===== src/rtl/mfbf_pkg.sv =====
package mfbf_pkg;

    // Field widths of the stream payloads.
    localparam int MODE_W      = 3;
    localparam int DATA_W      = 8;
    localparam int HELD_W      = 11;
    localparam int STATUS_W    = 2;
    localparam int M_TDATA_W   = 24;

    // Bits in one byte transfer and the last step of a byte sequence.
    localparam int BYTE_BITS   = 8;
    localparam logic [2:0] BYTE_LAST = 3'd7;

    typedef logic [MODE_W-1:0]   mode_t;
    typedef logic [STATUS_W-1:0] status_t;

    // Operation codes carried in s_tuser.
    localparam mode_t MODE_APPEND_BIT  = 3'd0;
    localparam mode_t MODE_APPEND_BYTE = 3'd1;
    localparam mode_t MODE_POP_BYTE    = 3'd2;
    localparam mode_t MODE_POP_BIT     = 3'd3;
    localparam mode_t MODE_DROP_BIT    = 3'd4;

    // Result status codes carried in m_tuser.
    localparam status_t ST_OK        = 2'd0;
    localparam status_t ST_OVERFLOW  = 2'd1;
    localparam status_t ST_UNDERFLOW = 2'd2;

    // Commands from the controller to the datapath.
    typedef struct packed {
        logic    ready;
        logic    push;
        logic    pop;
        logic    drop;
        logic    load_result;
        status_t status;
    } dp_cmd_t;

    // Status from the datapath to the controller.
    typedef struct packed {
        logic  in_valid;
        mode_t mode;
        logic  room_bit;
        logic  room_byte;
        logic  have_bit;
        logic  have_byte;
        logic  out_free;
    } dp_stat_t;

endpackage


===== src/rtl/msb_first_bit_fifo.sv =====
// Bit-granular FIFO that packs bits MSB-first in a circular store of
// CAPACITY_BITS one-bit entries. Each s_ transfer carries an operation in
// s_tuser (append bit, append byte, pop byte, pop bit, drop last bit) and
// returns exactly one m_ transfer with the popped data, the bit count after
// the operation and a status (ok, overflow refused, underflow refused).
// The store has a single write port and a single read port and moves one
// bit per cycle. After acceptance an operation is decoded, its bits are
// moved, a pop takes one extra step for the registered read, and the
// result is loaded into the output register; a drop, a refused or an
// unknown operation moves no bits. The block takes no new transfer until
// the result is loaded, and the next transfer is taken in the cycle after
// the load. A finished result waits in the output register while the next
// transfer is accepted; if an earlier result is still waiting there, the
// load and the next acceptance are held off until it is taken. The store
// needs no clearing after reset.
module msb_first_bit_fifo #(
    parameter int CAPACITY_BITS = 1024
) (
    input  logic        aclk,
    input  logic        aresetn,
    input  logic        s_tvalid,
    output logic        s_tready,
    input  logic [7:0]  s_tdata,   // [7:0] data_in
    input  logic [2:0]  s_tuser,   // [2:0] mode
    output logic        m_tvalid,
    input  logic        m_tready,
    output logic [23:0] m_tdata,   // [7:0] data_out, [18:8] bits_held, [23:19] zero
    output logic [1:0]  m_tuser    // [1:0] status
);

    mfbf_pkg::dp_cmd_t  cmd;
    mfbf_pkg::dp_stat_t stat;

    // Sequencer for the bit moves of each operation.
    mfbf_ctrl u_ctrl (
        .aclk    (aclk),
        .aresetn (aresetn),
        .stat    (stat),
        .cmd     (cmd)
    );

    // Store, pointers, shifters and the output register.
    mfbf_datapath #(
        .CAPACITY_BITS (CAPACITY_BITS)
    ) u_datapath (
        .aclk     (aclk),
        .aresetn  (aresetn),
        .s_tvalid (s_tvalid),
        .s_tready (s_tready),
        .s_tdata  (s_tdata),
        .s_tuser  (s_tuser),
        .m_tvalid (m_tvalid),
        .m_tready (m_tready),
        .m_tdata  (m_tdata),
        .m_tuser  (m_tuser),
        .cmd      (cmd),
        .stat     (stat)
    );

endmodule


===== src/rtl/mfbf_ram.sv =====
module mfbf_ram #(
    parameter int WIDTH = 1,
    parameter int DEPTH = 1024
) (
    input  logic                     aclk,
    input  logic                     wr_en,
    input  logic [$clog2(DEPTH)-1:0] wr_addr,
    input  logic [WIDTH-1:0]         wr_data,
    input  logic                     rd_en,
    input  logic [$clog2(DEPTH)-1:0] rd_addr,
    output logic [WIDTH-1:0]         rd_data
);

    logic [WIDTH-1:0] mem [DEPTH];
    logic [WIDTH-1:0] rd_data_reg;

    // One write port and one registered read port.
    always_ff @(posedge aclk) begin
        if (wr_en) begin
            mem[wr_addr] <= wr_data;
        end
        if (rd_en) begin
            rd_data_reg <= mem[rd_addr];
        end
    end

    assign rd_data = rd_data_reg;

endmodule


===== src/rtl/mfbf_datapath.sv =====
module mfbf_datapath #(
    parameter int CAPACITY_BITS = 1024
) (
    input  logic                          aclk,
    input  logic                          aresetn,
    input  logic                          s_tvalid,
    output logic                          s_tready,
    input  logic [mfbf_pkg::DATA_W-1:0]   s_tdata,
    input  logic [mfbf_pkg::MODE_W-1:0]   s_tuser,
    output logic                          m_tvalid,
    input  logic                          m_tready,
    output logic [mfbf_pkg::M_TDATA_W-1:0] m_tdata,
    output logic [mfbf_pkg::STATUS_W-1:0] m_tuser,
    input  mfbf_pkg::dp_cmd_t             cmd,
    output mfbf_pkg::dp_stat_t            stat
);

    localparam int IDX_W = $clog2(CAPACITY_BITS);
    localparam int CNT_W = $clog2(CAPACITY_BITS + 1);
    localparam int DW    = mfbf_pkg::DATA_W;
    localparam int HW    = mfbf_pkg::HELD_W;
    localparam logic [IDX_W-1:0] LAST_IDX  = IDX_W'(CAPACITY_BITS - 1);
    localparam logic [CNT_W-1:0] CAP_CNT   = CNT_W'(CAPACITY_BITS);
    localparam logic [CNT_W-1:0] BYTE_ROOM = CNT_W'(CAPACITY_BITS - mfbf_pkg::BYTE_BITS);
    localparam logic [CNT_W-1:0] BYTE_CNT  = CNT_W'(mfbf_pkg::BYTE_BITS);

    logic [IDX_W-1:0]       head_reg, head_next;
    logic [IDX_W-1:0]       tail_reg, tail_next;
    logic [CNT_W-1:0]       count_reg, count_next;
    mfbf_pkg::mode_t        mode_reg;
    logic [DW-1:0]          shift_reg;
    logic [DW-1:0]          dout_reg;
    logic                   rd_pend_reg;
    logic                   m_tvalid_reg;
    logic [DW-1:0]          m_dout_reg;
    logic [HW-1:0]          m_held_reg;
    mfbf_pkg::status_t      m_status_reg;
    logic                   capture;
    logic                   rd_bit;
    logic [CNT_W+HW-1:0]    held_ext;

    assign capture  = s_tvalid && cmd.ready;
    assign s_tready = cmd.ready;

    // Queue occupancy flags, input valid, captured mode and output-free flag for the controller.
    assign stat.in_valid  = s_tvalid;
    assign stat.mode      = mode_reg;
    assign stat.room_bit  = (count_reg < CAP_CNT);
    assign stat.room_byte = (count_reg <= BYTE_ROOM);
    assign stat.have_bit  = (count_reg != '0);
    assign stat.have_byte = (count_reg >= BYTE_CNT);
    assign stat.out_free  = !m_tvalid_reg || m_tready;

    // Head, tail and count follow the push, pop and drop commands.
    always_comb begin
        head_next  = head_reg;
        tail_next  = tail_reg;
        count_next = count_reg;
        if (cmd.push) begin
            tail_next  = (tail_reg == LAST_IDX) ? '0 : tail_reg + 1'b1;
            count_next = count_reg + 1'b1;
        end else if (cmd.pop) begin
            head_next  = (head_reg == LAST_IDX) ? '0 : head_reg + 1'b1;
            count_next = count_reg - 1'b1;
        end else if (cmd.drop) begin
            tail_next  = (tail_reg == '0) ? LAST_IDX : tail_reg - 1'b1;
            count_next = count_reg - 1'b1;
        end
    end

    always_ff @(posedge aclk) begin
        if (!aresetn) begin
            head_reg    <= '0;
            tail_reg    <= '0;
            count_reg   <= '0;
            rd_pend_reg <= 1'b0;
        end else begin
            head_reg    <= head_next;
            tail_reg    <= tail_next;
            count_reg   <= count_next;
            rd_pend_reg <= cmd.pop;
        end
    end

    // Operand capture, the write shifter and the read collector.
    always_ff @(posedge aclk) begin
        if (capture) begin
            mode_reg <= s_tuser;
            if (s_tuser == mfbf_pkg::MODE_APPEND_BIT) begin
                shift_reg <= {s_tdata[0], {(DW-1){1'b0}}};
            end else begin
                shift_reg <= s_tdata;
            end
            dout_reg <= '0;
        end else begin
            if (cmd.push) begin
                shift_reg <= {shift_reg[DW-2:0], 1'b0};
            end
            if (rd_pend_reg) begin
                dout_reg <= {dout_reg[DW-2:0], rd_bit};
            end
        end
    end

    mfbf_ram #(
        .WIDTH (1),
        .DEPTH (CAPACITY_BITS)
    ) u_store (
        .aclk    (aclk),
        .wr_en   (cmd.push),
        .wr_addr (tail_reg),
        .wr_data (shift_reg[DW-1]),
        .rd_en   (cmd.pop),
        .rd_addr (head_reg),
        .rd_data (rd_bit)
    );

    // Output register; the count is cut to the width of the field.
    assign held_ext = {{HW{1'b0}}, count_reg};

    always_ff @(posedge aclk) begin
        if (!aresetn) begin
            m_tvalid_reg <= 1'b0;
        end else if (cmd.load_result) begin
            m_tvalid_reg <= 1'b1;
        end else if (m_tready) begin
            m_tvalid_reg <= 1'b0;
        end
    end

    always_ff @(posedge aclk) begin
        if (cmd.load_result) begin
            m_dout_reg   <= dout_reg;
            m_held_reg   <= held_ext[HW-1:0];
            m_status_reg <= cmd.status;
        end
    end

    assign m_tvalid = m_tvalid_reg;
    assign m_tdata  = {{(mfbf_pkg::M_TDATA_W-DW-HW){1'b0}}, m_held_reg, m_dout_reg};
    assign m_tuser  = m_status_reg;

`ifndef SYNTHESIS
    a_count_in_range: assert property (@(posedge aclk) disable iff (!aresetn)
        count_reg <= CAP_CNT)
        else $error("bit count exceeds capacity");

    a_no_push_when_full: assert property (@(posedge aclk) disable iff (!aresetn)
        cmd.push |-> count_reg != CAP_CNT)
        else $error("push into a full store");

    a_no_take_when_empty: assert property (@(posedge aclk) disable iff (!aresetn)
        (cmd.pop || cmd.drop) |-> count_reg != '0)
        else $error("pop or drop from an empty store");

    a_count_idle_stable: assert property (@(posedge aclk) disable iff (!aresetn)
        (!cmd.push && !cmd.pop && !cmd.drop) |=> $stable(count_reg))
        else $error("bit count changed without a command");

    a_result_when_free: assert property (@(posedge aclk) disable iff (!aresetn)
        cmd.load_result |-> (!m_tvalid_reg || m_tready))
        else $error("result loaded over a pending transfer");
`endif

endmodule


===== src/rtl/mfbf_ctrl.sv =====
module mfbf_ctrl (
    input  logic               aclk,
    input  logic               aresetn,
    input  mfbf_pkg::dp_stat_t stat,
    output mfbf_pkg::dp_cmd_t  cmd
);

    typedef enum logic [2:0] {
        S_IDLE,
        S_DECODE,
        S_PUSH,
        S_POP,
        S_DRAIN,
        S_RESULT
    } state_t;

    state_t            state_reg, state_next;
    logic [2:0]        steps_reg, steps_next;
    mfbf_pkg::status_t status_reg, status_next;

    // Next state, step counter and result status.
    always_comb begin
        state_next  = state_reg;
        steps_next  = steps_reg;
        status_next = status_reg;
        case (state_reg)
            S_IDLE: begin
                if (stat.in_valid) begin
                    state_next = S_DECODE;
                end
            end
            S_DECODE: begin
                status_next = mfbf_pkg::ST_OK;
                state_next  = S_RESULT;
                case (stat.mode)
                    mfbf_pkg::MODE_APPEND_BIT: begin
                        if (stat.room_bit) begin
                            state_next = S_PUSH;
                            steps_next = '0;
                        end else begin
                            status_next = mfbf_pkg::ST_OVERFLOW;
                        end
                    end
                    mfbf_pkg::MODE_APPEND_BYTE: begin
                        if (stat.room_byte) begin
                            state_next = S_PUSH;
                            steps_next = mfbf_pkg::BYTE_LAST;
                        end else begin
                            status_next = mfbf_pkg::ST_OVERFLOW;
                        end
                    end
                    mfbf_pkg::MODE_POP_BYTE: begin
                        if (stat.have_byte) begin
                            state_next = S_POP;
                            steps_next = mfbf_pkg::BYTE_LAST;
                        end else begin
                            status_next = mfbf_pkg::ST_UNDERFLOW;
                        end
                    end
                    mfbf_pkg::MODE_POP_BIT: begin
                        if (stat.have_bit) begin
                            state_next = S_POP;
                            steps_next = '0;
                        end else begin
                            status_next = mfbf_pkg::ST_UNDERFLOW;
                        end
                    end
                    mfbf_pkg::MODE_DROP_BIT: begin
                        if (!stat.have_bit) begin
                            status_next = mfbf_pkg::ST_UNDERFLOW;
                        end
                    end
                    default: begin
                    end
                endcase
            end
            S_PUSH: begin
                if (steps_reg == '0) begin
                    state_next = S_RESULT;
                end else begin
                    steps_next = steps_reg - 1'b1;
                end
            end
            S_POP: begin
                if (steps_reg == '0) begin
                    state_next = S_DRAIN;
                end else begin
                    steps_next = steps_reg - 1'b1;
                end
            end
            S_DRAIN: begin
                state_next = S_RESULT;
            end
            S_RESULT: begin
                if (stat.out_free) begin
                    state_next = S_IDLE;
                end
            end
            default: begin
                state_next = S_IDLE;
            end
        endcase
    end

    always_ff @(posedge aclk) begin
        if (!aresetn) begin
            state_reg  <= S_IDLE;
            steps_reg  <= '0;
            status_reg <= mfbf_pkg::ST_OK;
        end else begin
            state_reg  <= state_next;
            steps_reg  <= steps_next;
            status_reg <= status_next;
        end
    end

    // Commands decoded from the current state.
    always_comb begin
        cmd.ready       = (state_reg == S_IDLE);
        cmd.push        = (state_reg == S_PUSH);
        cmd.pop         = (state_reg == S_POP);
        cmd.drop        = (state_reg == S_DECODE) &&
                          (stat.mode == mfbf_pkg::MODE_DROP_BIT) && stat.have_bit;
        cmd.load_result = (state_reg == S_RESULT) && stat.out_free;
        cmd.status      = status_reg;
    end

`ifndef SYNTHESIS
    a_push_follows_room: assert property (@(posedge aclk) disable iff (!aresetn)
        (state_reg == S_DECODE && state_next == S_PUSH) |-> stat.room_bit)
        else $error("append started without room");

    a_drain_after_pop: assert property (@(posedge aclk) disable iff (!aresetn)
        (state_reg == S_DRAIN) |-> $past(state_reg) == S_POP)
        else $error("drain entered without a pop");

    a_accept_leaves_idle: assert property (@(posedge aclk) disable iff (!aresetn)
        (cmd.ready && stat.in_valid) |=> state_reg == S_DECODE)
        else $error("accepted transfer not decoded");
`endif

endmodule


===== config.mk =====
export PLATFORM = sky130hd
export DESIGN_NAME = msb_first_bit_fifo
export DESIGN_NICKNAME = d
export VERILOG_FILES = /design/src/rtl/mfbf_pkg.sv /design/src/rtl/msb_first_bit_fifo.sv /design/src/rtl/mfbf_ram.sv /design/src/rtl/mfbf_datapath.sv /design/src/rtl/mfbf_ctrl.sv
export SDC_FILE = /design/constraint.sdc
export NUM_CORES = 2
export LEC_CHECK = 0
export ABC_AREA = 1
export BUFFER_PORTS_ARGS = -buffer_cell sky130_fd_sc_hd__buf_2
export CAP_MARGIN = 20
export CORE_MARGIN = 2
export CORE_UTILIZATION = 30
export CTS_CLUSTER_SIZE = 28
export DETAILED_ROUTE_END_ITERATION = 7
export PLACE_DENSITY = 0.46
export SLEW_MARGIN = 25
export SYNTH_ARGS = -nofsm -noshare
export SYNTH_HDL_FRONTEND = slang
export SYNTH_SLANG_ARGS = --single-unit

===== constraint.sdc =====
create_clock -name aclk -period 15.91 [get_ports aclk]
set_input_delay 1.591 -clock aclk [delete_from_list [all_inputs] [get_ports aclk]]
set_output_delay 1.591 -clock aclk [all_outputs]
set_load 0.01 [all_outputs]

## Yosys cells after proc, flatten, opt, wreduce, memory -nomap -nowiden

Memory sizes are Yosys's and may differ from the RTL's. A register that Yosys moved wholly into a read port is not among the register bits.
Index checks and enable logic that the tools add are counted.
Widths: inputs -> output; s select.

- Eq/ne operators: 22
- Reduce and logical (&&, ||, !) cells: 23
- Bitwise operators: 1
- Multiplexer cells: 38
- Magnitude comparators: 3
- Add/sub/neg operators: 6

Operators with widths:

| operator | count |
|---|---|
| $mux 10 | 6 |
| $mux 3 | 13 |
| $mux 11 | 3 |
| $mux 8 | 3 |
| $pmux 3 s4 | 2 |
| $add 10x1->10 const B | 2 |
| $eq 10x10->1 const B | 2 |
| $pmux 3 s6 | 1 |
| $eq 3x2->1 const B | 4 |
| $logic_not 3->1 | 4 |
| $add 11x1->11 const B | 1 |
| $ge 11x4->1 const B | 1 |
| $le 11x10->1 const B | 1 |
| $lt 11x11->1 const B | 1 |
| $reduce_bool 11->1 | 1 |
| $sub 11x1->11 const B | 1 |
| $logic_not 10->1 | 1 |
| $ne 2x2->1 const B | 5 |
| $sub 10x1->10 const B | 1 |
| $eq 3x3->1 const B | 3 |
| $ne 3x3->1 const B | 3 |
| $pmux 2 s4 | 1 |
| $reduce_bool 2->1 | 4 |
| $reduce_and 7->1 | 1 |
| other kinds (16) | 28 |

- Flip-flop bits (word level): 81
- Word-level logic and storage cells: 108
- Output and inout bits: 28
- Memories: 1
- RAM bits: 1024

Memories:

| name | depth | bits a word | read ports | clocked after Yosys merged registers in | wr ports | RTL line | source |
|---|---|---|---|---|---|---|---|
| u_datapath.u_store.mem | 1024 | 1 | 1 | 1 | 1 | mfbf_ram.sv:14 | `logic [WIDTH-1:0] mem [DEPTH];` |

## Depth between registers and ports, before layout

- Word-level depth: 6
- Gate-level depth with buffers: 21

## Modules after synthesis

From an unflattened synthesis, not the netlist that was laid out.

- Cells, all modules: 5249
- Area total of the unflattened synthesis: 50806.2 sq um

By module, submodules not included:

| module | cells each | area an instance (sq um) | instances |
|---|---|---|---|
| mfbf_ram | 4679 | 46402.0 | 1 |
| mfbf_datapath | 467 | 3806.2 | 1 |
| mfbf_ctrl | 103 | 598.1 | 1 |

## Worst setup path after synthesis

No wires, ideal clock.

- Path kind: register to register
- Start point: reg u_datapath.shift_reg[7]
- End point: mem u_datapath.u_store.mem[0], data pin
- Clock period less this slack: 14688 ps
- Cell stages (with the launch flop): 1
- Slack: 1222 ps
- Data required time: 13239 ps
- Arrival time: 12017 ps
- Cells stage by stage: edfxtp_1

RTL lines:

| what | RTL line | source |
|---|---|---|
| start: declaration | mfbf_datapath.sv:31 | `logic [DW-1:0] shift_reg;` |
| start signal: assignment | mfbf_datapath.sv:90 | `shift_reg <= {s_tdata[0], {(DW-1){1'b0}}};` |
| start signal: assignment | mfbf_datapath.sv:92 | `shift_reg <= s_tdata;` |
| start signal: assignment | mfbf_datapath.sv:97 | `shift_reg <= {shift_reg[DW-2:0], 1'b0};` |
| end: declaration | mfbf_ram.sv:14 |  |

No word-level cell before the write port.

==> impl_metrics.py <==
metrics = {
    "global_routing": {
        "grt_util_met2_pct": 31.3,
        "grt_max_degree": 251,
        "track_usage_pct": 18.7,
        "busiest_layer": "met2",
        "gr-usage-met3_pct": 2.28,
        "grt_pass1_wl_mm": 243,
        "grt-ovfl-total": 0,
        "grt_pass1_vias": 36200,
        "antenna_found_initial": 2,
        "grt_use_met1_pct": 25.7,
    },
    "yosys": {
        "synth_cell_types": 51,
        "synth_edf_count": 1057,
        "syn_area_sq_um": 51300,
        "ys_warn_count": 0,
        "netlist.area_leader.share_pct": 61.9,
        "synth_most_common_cell": "nor2_1",
        "synth_flop_cell": "edfxtp_1",
        "synth_mux_area_share_pct": 0.176,
        "async_flop_share_pct": 0,
        "synth_compound_area_share_pct": 6.11,
        "avgSynthCellArea_sq_um": 9.42,
        "yosys.area.top_type": "edfxtp_1",
        "synth_simple_gate_area_share_pct": 23.1,
        "netlist_top_cells_area": "edfxtp_1, nor2_1, nand2_1",
        "syn_inst": 5442,
        "synth_top_family_by_area": "simple AND/OR/NAND/NOR gates",
        "synth-xor-area-share_pct": 0.290,
        "synth_seq_area_share_pct": 63.8,
        "ys_ff_latch": 1106,
        "synth_fa_ha_area_share_pct": 0.454,
        "netlist_top_cells_count": "nor2_1, edfxtp_1, nand2_1",
    },
    "final_layout": {
        "fill_cells": 17600,
        "largest_register_ffs": 1024,
        "drive_above_1_share_pct": 6.92,
        "diodes": 0,
        "area_growth_pct": 11.4,
        "final_util_pct": 33.7,
        "nets": 5304,
    },
    "routing": {
        "wirelength_mm": 165,
        "wl_per_cell_um": 21.8,
        "ant_nets": 0,
        "num_vias": 37600,
        "drtIter0Drc": 3707,
        "routed_via_density": 4.96,
        "dr.pass1.iters": 5,
        "remaining_drc_errors": 0,
    },
    "critical_path": {
        "path_cells": "inv_16, buf_4, buf_4, nand2_1, nand2_1, nand2_1, o21ai_0, nand2_1, nand2_1, inv_1, nand2_1, nand2_1, nand2_1, inv_1, a21boi_1, nor2_1, nand2_1, nand3_1, nand2_1",
        "r2r_cells": 19,
        "critPathCaptureType": "register",
        "critPathKind": "register to register",
        "critPathSlowestCell": "buf_4",
        "cp.arrival_ns": 4.91,
        "r2r_end": "u_datapath.u_store.rd_data$_DFFE_PP_",
        "cp_slowest_stage_delay_ns": 0.82,
        "start_kind": "register",
        "worstPathRequired_ns": 16.53,
        "reg2reg_slack_ns": 11.62,
        "crit_top_cell": "nand2_1",
        "crit_fanout": 155,
        "r2r_start": "u_datapath.head_reg[0]$_SDFFE_PN0P_",
    },
    "clocking": {
        "clk_latency_ns": 0.76,
        "cts_tree": "built",
        "cts_sinks": 1106,
        "hold_buffers": 0,
        "root_buffer": "clkbuf_16",
        "post-cts-setup-buffers": 0,
        "clk_path_buf_depth": 3,
        "htreeDepth": 4,
        "cts_buffers": 130,
        "cts_resized": 0,
        "path_clk_slew_ns": 0.06,
    },
    "sta": {
        "setup_tns_ns": 0,
        "layout_setup_ws_ns": 11.62,
        "rsz0062_at_grt": "no",
        "hold_viol": 0,
        "skew_ns": 0.0274,
        "tightest_slew_ns": 1.25,
        "timing.final.crit_share_pct": 27.0,
        "slew_viol_final": 0,
        "maxSlewHeadroom_pct": 17.0,
        "period_needed_ns": 4.29,
        "fmax_ghz": 0.233,
        "setup_violations": 0,
    },
    "floorplanning": {
        "coreArea_sq_um": 170000,
        "rows": 151,
        "die_h_um": 417,
        "ios": 43,
        "dieWidth_um": 417,
        "start_util_pct": 30.2,
        "die_area_sq_um": 174000,
    },
    "place": {
        "port_buffers": 37,
        "gp_congestion": 0.778,
        "pre_cts_ws_ns": 11.58,
        "dp.final_hpwl_mm": 79.3,
    },
    "power_and_ir_drop": {
        "cellPowerDensity_nw_per_um2": 143,
        "peakVddDrop_mv": 0.114,
        "p_leak_nw": 19.5,
    },
    "hold_path": {
        "min_from": "u_datapath.dout_reg[7]$_SDFFE_PP0P_",
        "min_path_cells": 0,
        "whs_endpoint": "u_datapath.m_dout_reg[7]$_DFFE_PP_",
        "hp-class": "register to register",
    },
    "run": {
        "drv_cap": 0,
    },
    "run_status": {
        "status": "finished, final reports clean",
    },
}
-- where the power goes --
group          internal [W]  total [W]  switching, W  leakage, nW
clock               0.00164    0.00285       0.00120         1.91
sequential          0.00367    0.00373     0.0000654         9.92
combinational      0.000329    0.00157       0.00124         7.68
-- critical path, delay by kind of cell, from the launching register on --
family	cells	cell delay, ns
buf+inv	5	2.13
simple gates	12	1.01
flops	1	0.54
compound gates	2	0.41
-- metrics by stage --
stage	power (W)	instances	area, sq um	hold slack, ns
5_1_grt	0.00850	7582	57100	0.439
4_1_cts	0.00821	7581	57100	0.430
6_report	0.00815	7582	57100	0.427
2_1_floorplan	0.00522	5446	51300	0.404
3_5_place_dp	0.00535	7356	53100	0.423
3_3_place_gp	0.00534	7355	53100	0.431
-- routing by layer --
layer	vias to the layer above	share of wire, %	wire length, um
li1	17600	-	-
met1	18900	45	75100
met2	994	47	78300
met3	190	5.2	8530
met4	0	2.0	3330
met5	-	0	0
-- kinds of logic (layout without fill, tap and decap cells) --
logic type	Yosys count	after routing
compound gates	575	575
simple gates	2995	2995
xor+xnor	17	17
buf+inv	722	640
flops	1106	1106
fa+ha+maj	18	18
other cells	1	5
mux	8	8
-- cell usage in the layout (no fill, tap or decap), types with 46 or more instances in the layout --
master     instances
edfxtp_1        1057
buf_4             72
a21oi_1           74
o21ai_0          355
o211ai_1          69
nand2_1          931
dfxtp_1           46
nand3_1          300
clkbuf_16        137
inv_1            282
nor2_1          1650
-- how the worst max path moves through the flow --
stage	from	endpoint	slack, ns	cells past startpoint
final	u_datapath.head_reg[0]$_SDFFE_PN0P_	u_datapath.u_store.rd_data$_DFFE_PP_	11.62	19
after global routing	u_datapath.head_reg[0]$_SDFFE_PN0P_	u_datapath.u_store.rd_data$_DFFE_PP_	11.31	18
after CTS	u_datapath.head_reg[0]$_SDFFE_PN0P_	u_datapath.u_store.rd_data$_DFFE_PP_	11.55	19
after detailed placement	u_datapath.head_reg[0]$_SDFFE_PN0P_	u_datapath.u_store.rd_data$_DFFE_PP_	11.58	19
after global placement	u_datapath.head_reg[0]$_SDFFE_PN0P_	u_datapath.u_store.rd_data$_DFFE_PP_	11.57	19
after floorplan	u_datapath.shift_reg[7]$_DFFE_PP_	u_datapath.u_store.mem[0]$_DFFE_PP_	1.22	0
-- layout make-up --
class | instances | area, sq um | share of cell area (%)
repair buffers | 117 | 867 | 1.52
clock buffers | 173 | 3560 | 6.24
clock inverters | 52 | 372 | 0.651
flip-flops and latches | 1106 | 32700 | 57.3
well taps | 2218 | 2780 | 4.86
multi-input cells | 3618 | 15700 | 27.4
inverters | 298 | 1140 | 2.00
Power figures use the tool's default switching activity.
